File: src/rtl/pif_pkg.sv
package pif_pkg;

  localparam int unsigned MaxWidth = 63;
  localparam int unsigned WidthW   = 6;
  localparam int unsigned NumDigs  = 10;
  localparam int unsigned DigIdxW  = 4;
  localparam int unsigned CharW    = 8;
  localparam int unsigned ArgW     = 32;

  localparam logic [CharW-1:0] ChNul     = 8'h00;
  localparam logic [CharW-1:0] ChPercent = 8'h25;
  localparam logic [CharW-1:0] ChZero    = 8'h30;
  localparam logic [CharW-1:0] ChNine    = 8'h39;
  localparam logic [CharW-1:0] ChSpace   = 8'h20;
  localparam logic [CharW-1:0] ChMinus   = 8'h2d;
  localparam logic [CharW-1:0] ChUpperA  = 8'h41;
  localparam logic [CharW-1:0] ChLowerA  = 8'h61;
  localparam logic [CharW-1:0] ChU       = 8'h75;
  localparam logic [CharW-1:0] ChD       = 8'h64;
  localparam logic [CharW-1:0] ChXl      = 8'h78;
  localparam logic [CharW-1:0] ChXu      = 8'h58;
  localparam logic [CharW-1:0] ChC       = 8'h63;

  // reciprocal of ten, exact for 32-bit operands with a 35-bit shift
  localparam logic [ArgW-1:0] RecipTen = 32'hcccccccd;
  localparam int unsigned RecipShift = 35;

  typedef enum logic [3:0] {
    ModeText  = 4'b0001,
    ModeSpec  = 4'b0010,
    ModeWidth = 4'b0100,
    ModeWait  = 4'b1000
  } mode_e;

  typedef enum logic [2:0] {
    KindNone = 3'd0,
    KindU    = 3'd1,
    KindD    = 3'd2,
    KindXl   = 3'd3,
    KindXu   = 3'd4,
    KindC    = 3'd5
  } kind_e;

  typedef enum logic [6:0] {
    StIdle  = 7'b0000001,
    StOne   = 7'b0000010,
    StConv  = 7'b0000100,
    StSize  = 7'b0001000,
    StPad   = 7'b0010000,
    StSign  = 7'b0100000,
    StDigit = 7'b1000000
  } state_e;

  typedef enum logic [1:0] {
    ActNone = 2'd0,
    ActOne  = 2'd1,
    ActNum  = 2'd2
  } act_e;

  typedef enum logic [2:0] {
    EmitNone  = 3'd0,
    EmitOne   = 3'd1,
    EmitPad   = 3'd2,
    EmitSign  = 3'd3,
    EmitDigit = 3'd4
  } emit_e;

  typedef struct packed {
    logic  accept;
    logic  conv_step;
    logic  size;
    logic  pad_step;
    emit_e emit;
  } pif_cmd_t;

  typedef struct packed {
    act_e action;
    logic conv_done;
    logic pad_zero;
    logic neg;
    logic last_digit;
  } pif_status_t;

endpackage

File: src/rtl/pif_ctrl.sv
module pif_ctrl import pif_pkg::*; (
  input  logic        clk_i,
  input  logic        rst_ni,
  input  logic        in_valid_i,
  output logic        in_ready_o,
  output logic        out_valid_o,
  input  logic        out_ready_i,
  input  pif_status_t status_i,
  output pif_cmd_t    cmd_o
);

  state_e state_q, state_d;
  logic   out_valid_q, out_valid_d;
  logic   can_load;

  assign can_load    = !out_valid_q || out_ready_i;
  assign out_valid_o = out_valid_q;

  always_comb begin
    state_d          = state_q;
    cmd_o.accept     = 1'b0;
    cmd_o.conv_step  = 1'b0;
    cmd_o.size       = 1'b0;
    cmd_o.pad_step   = 1'b0;
    cmd_o.emit       = EmitNone;
    in_ready_o       = 1'b0;
    unique case (state_q)
      StIdle: begin
        in_ready_o = 1'b1;
        if (in_valid_i) begin
          cmd_o.accept = 1'b1;
          unique case (status_i.action)
            ActOne:  state_d = StOne;
            ActNum:  state_d = StConv;
            default: state_d = StIdle;
          endcase
        end
      end
      StOne: begin
        if (can_load) begin
          cmd_o.emit = EmitOne;
          state_d    = StIdle;
        end
      end
      StConv: begin
        cmd_o.conv_step = 1'b1;
        if (status_i.conv_done) state_d = StSize;
      end
      StSize: begin
        cmd_o.size = 1'b1;
        state_d    = StPad;
      end
      StPad: begin
        if (status_i.pad_zero) begin
          state_d = status_i.neg ? StSign : StDigit;
        end else if (can_load) begin
          cmd_o.emit     = EmitPad;
          cmd_o.pad_step = 1'b1;
        end
      end
      StSign: begin
        if (can_load) begin
          cmd_o.emit = EmitSign;
          state_d    = StDigit;
        end
      end
      StDigit: begin
        if (can_load) begin
          cmd_o.emit = EmitDigit;
          if (status_i.last_digit) state_d = StIdle;
        end
      end
      default: state_d = StIdle;
    endcase
  end

  always_comb begin
    if (cmd_o.emit != EmitNone) begin
      out_valid_d = 1'b1;
    end else if (out_ready_i) begin
      out_valid_d = 1'b0;
    end else begin
      out_valid_d = out_valid_q;
    end
  end

  always_ff @(posedge clk_i or negedge rst_ni) begin
    if (!rst_ni) begin
      state_q     <= StIdle;
      out_valid_q <= 1'b0;
    end else begin
      state_q     <= state_d;
      out_valid_q <= out_valid_d;
    end
  end

endmodule

File: config.mk
export PLATFORM = sky130hd
export DESIGN_NAME = pif_ctrl
export DESIGN_NICKNAME = d
export VERILOG_FILES = /design/src/rtl/pif_pkg.sv /design/src/rtl/pif_ctrl.sv
export SDC_FILE = /design/constraint.sdc
export NUM_CORES = 1
export LEC_CHECK = 0
export BUFFER_PORTS_ARGS = -buffer_cell sky130_fd_sc_hd__buf_4
export CAP_MARGIN = 30
export CORE_MARGIN = 2
export CORE_UTILIZATION = 45
export CTS_CLUSTER_DIAMETER = 150
export DETAILED_ROUTE_END_ITERATION = 6
export PLACE_DENSITY = 0.73
export SYNTH_ARGS = -nofsm -noshare
export SYNTH_HDL_FRONTEND = slang
export SYNTH_SLANG_ARGS = --single-unit
File: constraint.sdc
create_clock -name clk_i -period 1.5 [get_ports clk_i]
set_input_delay 0.15 -clock clk_i [delete_from_list [all_inputs] [get_ports clk_i]]
set_output_delay 0.15 -clock clk_i [all_outputs]
set_load 0.03 [all_outputs]
==> results of run 1 <==
[synth_stat cells]
cell	number
nor2_1	10
and2_1	1
inv_1	6
nand4b_1	1
nor3_4	1
buf_6	2
dfrtp_1	7
o211ai_2	2
nor2_2	1
buf_4	1
nor4_4	1
nor3_1	2
o31ai_1	1
a32o_1	1
and4b_1	1
nor4_1	1
xor2_1	1
o221ai_1	1
nand2_1	6
o41ai_1	1
nor2b_1	2
dfstp_2	1
or3_1	1
inv_2	1
nand3_1	2
o211ai_4	1
nor3b_1	4
ha_1	2
o21ai_1	1
o22ai_1	1
o2bb2ai_1	1
o21ai_0	1
nand2b_1	4
xnor2_1	3
o2111ai_2	1
[timing repair]
| action | 4_1_cts |
|---|---|
| endpoints found under the setup margin | 14 |
| setup buffers | 20 |
| hold endpoints to repair | 8 |
| gates resized for setup | 35 |
| pin swaps | 13 |
| hold buffers | 1 |
[logic make-up after synthesis]
kind of cell	count (synthesis)
xor+xnor	4
buf+inv	10
fa+ha+maj	2
flops	8
compound gates	12
simple gates	38
[metrics by stage]
step / util / instance area, sq um
CTS: 0.937 / 1260
detailed placement: 0.685 / 925
global placement: 0.685 / 925
floorplan: - / 696
==> flow_summary.json, run 1 <==
{
  "syn-instance-count": 74,
  "ios": 19,
  "cts_inserted_buffers": 3,
  "crit_endpoint": "cmd_o[6]",
  "yosysTopAreaCellShare": 0.262,
  "antenna_found_initial": 0,
  "die_w_microns": 42.5,
  "avgSynthCellArea_sq_um": 9.03,
  "syn_nets": 86,
  "synth_top_family_by_area": "simple AND/OR/NAND/NOR gates",
  "chipHeight_microns": 42.5,
  "synth-simple-area-share": 0.343,
  "start_util": 0.495,
  "gp_congestion": 0.756,
  "num_rows": 13,
  "synthTopCellsByArea": "dfrtp_1, nor2_1, nor3b_1, dfstp_2, xnor2_1",
  "cts_htree_levels": 1,
  "yosys_warnings": 0,
  "synth_fa_ha_area_frac": 0.0375,
  "synth_compound_area_frac": 0.182,
  "worst-ep-kind": "top-level output",
  "place_inst": 118,
  "yosysTopAreaCell": "dfrtp_1",
  "synth.distinct_cells": 35,
  "cts_root_buf": "clkbuf_4",
  "pre_cts_ws_ns": -0.0981,
  "synth_xor_area_frac": 0.0524,
  "grt_max_degree": 9,
  "cts.path.max_buffers": 2,
  "status": "stopped before the end",
  "hpwl_microns": 1330,
  "portBuffers": 18,
  "synth_area_sq_um": 668,
  "synth.area.mux_share": 0,
  "cts.sinks": 8,
  "tool.error": "[ERROR DPL-0033] detailed placement checks failed during check placement.",
  "ys_seq_area_frac": 0.301,
  "stop_stage": "5_1_grt",
  "yosys_register_bits": 8
}
==> run 2: changes to the inputs <==
CORE_AREA = 2 2 63 65   (was default)
CORE_MARGIN = default   (was 2)
CORE_UTILIZATION = default   (was 45)
CTS_CLUSTER_DIAMETER = default   (was 150)
DIE_AREA = 0 0 65 67   (was default)
PLACE_DENSITY = default   (was 0.73)
PLACE_DENSITY_LB_ADDON = 0.15   (was default)
clock period = 2 ns   (was 1.5 ns; I/O delays follow)
==> run 2 against run 1 <==
Net effect:
- the run now ends clean
- area after synthesis unchanged
- synthesized cell count unchanged
==> flow_summary.json, run 2 <==
{
  "power_density_nw_per_um2": 1120,
  "synth_area_sq_um": 668,
  "synth_fa_ha_area_frac": 0.0375,
  "path_class": "flip-flop to primary output",
  "synthTopCellsByArea": "dfrtp_1, nor2_1, nor3b_1, dfstp_2, xnor2_1",
  "status": "finished, final reports clean",
  "area_growth_pct": 35.8,
  "yosysTopAreaCell": "dfrtp_1",
  "r2r_setup_slack_ns": 0.34,
  "antenna_found_initial": 0,
  "track_usage": 0.0923,
  "synth_compound_area_frac": 0.182,
  "wl_met2_microns": 780,
  "layout-drive-gt1-share": 0.365,
  "largest_register_ffs": 7,
  "hold_slack_ns": 0.147,
  "arrival_ns": 1.70,
  "design.core.area_sq_um": 3610,
  "grt_max_degree": 11,
  "hold-path-endpoint": "state_q[2]",
  "vias": 607,
  "synth-edff-count": 0,
  "gp_congestion": 0.653,
  "rr_startpoint": "state_q[6]",
  "drtPass1Iterations": 4,
  "netlist_top_cells_count": "nor2_1, dfrtp_1, inv_1, nand2_1",
  "clock.fmax_ghz": 0.526,
  "drt_wl_total_microns": 1710,
  "slowest_stage": "dfrtp_2",
  "ios": 19,
  "cp_num_buf_inv": 1,
  "layout_commonest_cell": "buf_4",
  "die_w_microns": 65,
  "syn_nets": 86,
  "leakage_nw": 0.400,
  "synth-simple-area-share": 0.343,
  "clk_latency_ns": 0.24,
  "grt_pass1_vias": 612,
  "chipHeight_microns": 67,
  "ys_seq_area_frac": 0.301,
  "skew_ns": 0.0102,
  "cap_violations": 0,
  "synth.area.mux_share": 0,
  "rsz0062_at_grt": "false",
  "largest-register": "state_q",
  "start_util": 0.185,
  "num_rows": 22,
  "cts_root_buf": "clkbuf_8",
  "synth_top_family_by_area": "simple AND/OR/NAND/NOR gates",
  "wl_per_cell_microns": 11.9,
  "place_inst": 138,
  "met3_length_microns": 117,
  "setup_tns_ns": 0,
  "n_antenna_cell": 0,
  "synth_xor_area_frac": 0.0524,
  "avgSynthCellArea_sq_um": 9.03,
  "layout_common_cells": "buf_4, nor2_1, inv_1, nand2_1, dfrtp_1",
  "synth.distinct_cells": 35,
  "hpwl_microns": 1320,
  "cts_htree_levels": 1,
  "drtIter0Drc": 31,
  "grt_pass1_wl_microns": 2970,
  "cts.path.max_buffers": 2,
  "finalNetCount": 109,
  "max_slew.worst_pin.slew_ns": 0.314,
  "portBuffers": 18,
  "viasPerCell": 4.22,
  "grt-ovfl-total": 0,
  "postSynth.asyncResetShare": 1.00,
  "yosys_warnings": 0,
  "setup_viol": 0,
  "fin_util": 0.252,
  "synth_flop_cell": "dfrtp_1",
  "design.die.area_sq_um": 4360,
  "final_cells": 144,
  "cp_cell_sequence": "nor4_4 > and4b_2 > and2_1 > buf_4",
  "nFillCells": 403,
  "path_max_fanout": 10,
  "yosys_register_bits": 8,
  "top_layer": "met4",
  "cts.sinks": 8,
  "yosysTopAreaCellShare": 0.262,
  "cts_inserted_buffers": 3,
  "slowest_delay_ns": 0.48,
  "hold_viol_final": 0,
  "cts.clk_slew.worst_paths_ns": 0.05,
  "whs_path_depth": 2,
  "worst_hold_path_type": "input pin to flip-flop",
  "slew_violations": 0,
  "slew_headroom": 0.790,
  "drc_errors": 0,
  "fin_crit_ns": 1.90,
  "rr_endpoint": "state_q[2]",
  "ant_nets": 0,
  "start_kind": "flip-flop",
  "end_kind": "primary output",
  "cts_tree": "yes",
  "r2r_cells": 6,
  "fin_crit_sh": 0.950,
  "ir_drop_mv": 0.677,
  "syn-instance-count": 74,
  "yosysMostFrequentCell": "nor2_1",
  "crit_required_ns": 1.80,
  "wl_met1_microns": 785,
  "hold_start": "status_i[3]",
  "crit_family": "simple AND/OR/NAND/NOR gates"
}
==> run 2: cell counts after synthesis <==
No cell type changed its count.
==> run 2: cell families (layout without fill, tap and decap cells) <==
kind of cell	Yosys count	count (layout)
xor gates and xnor gates	4	4
DFF	8	8
adders and majority gates	2	2
and+or+nand+nor	38	38
buffers and inverters	10	32
AOI/OAI and AO/OA	12	12
==> run 2: final cells by class <==
class	count	area, sq um	share of cell area
well taps	48	60.1	0.0662
inverters	7	26.3	0.0290
clock buffers	4	45.0	0.0497
repair buffers	21	160	0.177
flip-flops and latches	8	204	0.225
multi-input cells	56	412	0.454
==> run 2: what timing repair did <==
item | CTS | global route
endpoints found under the hold margin | 8 | 0
gates resized for setup | 0 | 3
buffers inserted | 0 | 1
hold buffers | 1 | 0
endpoints found under the setup margin | 0 | 2
==> run 2: worst max path at each step <==
stage	start	end	slack, ns	cells after the start
after floorplan	state_q[2]	cmd_o[0]	0.02	3
after global placement	state_q[5]	state_q[1]	0.30	5
after detailed placement	state_q[5]	state_q[1]	0.28	5
after CTS	state_q[1]	cmd_o[6]	0.02	4
after global routing	state_q[6]	cmd_o[6]	0.01	4
final	state_q[6]	cmd_o[6]	0.1	4
==> run 2: power breakdown <==
group	leakage [nW]	total [mW]	internal [mW]	switching [mW]
clock network	0.0228	0.210	0.139	0.0715
logic	0.273	0.546	0.237	0.309
registers	0.104	0.256	0.203	0.0526
==> run 2: routing by layer <==
metal | global-route usage | vias up
met5 | 0 | -
met4 | 0.0718 | 0
met3 | 0.0203 | 2
met2 | 0.137 | 28
met1 | 0.115 | 275
li1 | - | 302
==> run 2: through the flow <==
stage	area, sq um	worst slack [ns]	power [mW]
5_1_grt	907	0.0103	1.10
2_1_floorplan	668	0.0243	0.637
3_3_place_gp	841	0.299	0.789
6_report	907	0.0993	1.01
3_5_place_dp	841	0.278	0.785
4_1_cts	896	0.0250	1.01
Power figures use the tool's default switching activity.
==> run 3: changes to the inputs <==
ABC_AREA = 1   (was default)
==> run 3 against run 2 <==
Net effect:
- cell area rose by 2.9%
- via count increased by 12%
- global-route usage is 0.12 points lower
- routed wire length grew 1.4%
- largest cell class unchanged
- largest power group unchanged
- critical endpoint is now cmd_o[1]
- area after synthesis increased by 2.2%
- die area did not move
- combinational power decreased by 3%
==> flow_summary.json, run 3 <==
{
  "cts.path.max_buffers": 2,
  "max_slew.worst_pin.slew_ns": 0.357,
  "start_kind": "flip-flop",
  "design.core.area_sq_um": 3610,
  "end_kind": "primary output",
  "cts.sinks": 8,
  "design.die.area_sq_um": 4360,
  "cts_htree_levels": 1,
  "num_rows": 22,
  "leakage_nw": 0.544,
  "yosysMostFrequentCell": "nand2_1",
  "track_usage": 0.0911,
  "antenna_found_initial": 0,
  "cts_tree": "yes",
  "portBuffers": 18,
  "syn_nets": 121,
  "n_antenna_cell": 0,
  "rsz0062_at_grt": "false",
  "slowest_delay_ns": 0.44,
  "slew_headroom": 0.762,
  "cts.clk_slew.worst_paths_ns": 0.05,
  "area_growth_pct": 36.6,
  "skew_ns": 0.00780,
  "rr_startpoint": "state_q[0]",
  "postSynth.asyncResetShare": 1.00,
  "status": "finished, final reports clean",
  "grt-ovfl-total": 0,
  "rr_endpoint": "state_q[6]",
  "cts_root_buf": "clkbuf_8",
  "nFillCells": 411,
  "critPathCapture": "cmd_o[1]",
  "synth.distinct_cells": 18,
  "ios": 19,
  "grt_pass1_vias": 682,
  "grt_max_degree": 10,
  "path_class": "flip-flop to primary output",
  "drtIter0Drc": 21,
  "setup_slack_ns": 0.318,
  "gp_congestion": 0.757,
  "arrival_ns": 1.48,
  "ir_drop_mv": 0.240,
  "yosys_register_bits": 8,
  "worst_hold_path_type": "input pin to flip-flop",
  "start_util": 0.189,
  "cap_violations": 0,
  "clk_latency_ns": 0.24,
  "fin_crit_sh": 0.841,
  "pre_cts_ws_ns": 0.542,
  "r2r_cells": 9,
  "drtPass1Iterations": 4,
  "vias": 679,
  "cp-startpoint": "state_q[6]",
  "synth_flop_cell": "dfrtp_1",
  "slowest_stage": "dfrtp_1",
  "path_max_fanout": 5,
  "clock.fmax_ghz": 0.594,
  "yosysTopAreaCell": "dfrtp_1",
  "yosys_warnings": 0,
  "chipHeight_microns": 67,
  "cp_cell_sequence": "inv_2 > nand3_2 > nor2_2 > nand2_2 > a21oi_1 > buf_4",
  "ys_seq_area_frac": 0.295,
  "power_density_nw_per_um2": 1040,
  "layout_commonest_cell": "nand2_1",
  "netlist_top_cells_count": "nand2_1, inv_1, nor2_1",
  "postCtsSetupBuffers": 0,
  "grt_pass1_wl_microns": 2950,
  "setup_tns_ns": 0,
  "finalNetCount": 145,
  "syn-instance-count": 109,
  "setup_viol": 0,
  "yosysTopAreaCellShare": 0.256,
  "ant_nets": 0,
  "hpwl_microns": 1500,
  "viasPerCell": 3.77,
  "slew_violations": 0,
  "drc_errors": 0,
  "crit_required_ns": 1.80,
  "hold_viol_final": 0,
  "synthTopCellsByArea": "dfrtp_1, nand2_1, inv_1, nor2_1, nand2_2",
  "r2r_setup_slack_ns": 0.58,
  "avgSynthCellArea_sq_um": 6.27,
  "layout_common_cells": "nand2_1, inv_1, buf_4",
  "layout-drive-gt1-share": 0.333,
  "largest_register_ffs": 7,
  "die_w_microns": 65,
  "wl_per_cell_microns": 9.64,
  "fin_crit_ns": 1.68,
  "drt_wl_total_microns": 1740,
  "synth-edff-count": 0,
  "largest-register": "state_q",
  "cts_inserted_buffers": 3,
  "synth_area_sq_um": 683
}
run 3: cell types whose count changed in the layout (fill, tap and decap cells not counted), moves of 3 or more:
cell	delta
nand2b_1	-4
nor2_2	+3
nand3_1	+5
nand2_2	+10
inv_1	+13
inv_2	+3
nand2_1	+22
xnor2_1	-3
nor2_1	+7
nor3b_1	-4
run 3: worst min-delay path by stage:
stage | start | endpoint | slack, ns | depth (start not counted)
floorplan | rst_ni | out_valid_o | -0.1 | 0
global route | in_valid_i | state_q[0] | 0.27 | 4
detailed placement | rst_ni | state_q[1] | 0.03 | 1
global placement | rst_ni | state_q[1] | 0.03 | 1
CTS | in_valid_i | state_q[0] | 0.24 | 4
finish | in_valid_i | state_q[0] | 0.24 | 4
run 3: what timing repair did:
item | CTS | global route
endpoints found under the hold margin | 8 | 0
resized for setup | 0 | 0
hold buffers | 1 | 0
run 3: area by class of cell:
class / count / area [sq um] / area share
Sequential cell: 8 / 201 / 0.216
Inverter: 23 / 86.3 / 0.0925
Tap cell: 48 / 60.1 / 0.0643
Multi-Input combinational cell: 78 / 395 / 0.424
Clock buffer: 4 / 45.0 / 0.0483
Timing Repair Buffer: 19 / 145 / 0.155
run 3: logic make-up after synthesis:
kind of cell,count (synthesis),synth area share
AO/OA/AOI/OAI,2,0.0146
flip-flops,8,0.295
AND/OR/NAND/NOR,74,0.527
buffers and inverters,23,0.126
adder cells (fa/ha/maj),2,0.0366
run 3: metal layers:
| metal | wire length (microns) | track usage | vias to the layer above |
|---|---|---|---|
| met1 | 759 | 0.104 | 293 |
| met4 | 37 | 0.0479 | 0 |
| met2 | 892 | 0.157 | 12 |
| met3 | 47 | 0.0220 | 4 |
| met5 | 0 | 0 | - |
| li1 | - | - | 370 |
run 3: through the flow:
step	power (mW)	utilization	hold WS, ns	instance area (sq um)	instances
4_1_cts	0.988	0.259	0.242	933	180
5_1_grt	1.05	0.259	0.265	933	180
6_report	0.969	0.259	0.238	933	180
2_1_floorplan	0.614	-	-0.0956	683	109
3_3_place_gp	0.770	0.244	0.0306	878	175
3_5_place_dp	0.766	0.244	0.0285	878	175
run 3: worst max-delay path, delay by kind of cell, from the launching register on:
family,cells,cell delay [ns]
buffers and inverters,2,0.28
AO/OA/AOI/OAI,1,0.18
flip-flops,1,0.44
AND/OR/NAND/NOR,3,0.34
run 3: where the power goes:
group / switching (mW) / leakage [nW] / internal [mW]
Clock: 0.0749 / 0.0228 / 0.139
Combinational: 0.354 / 0.414 / 0.174
Sequential: 0.0237 / 0.107 / 0.203
Total: 0.453 / 0.544 / 0.516
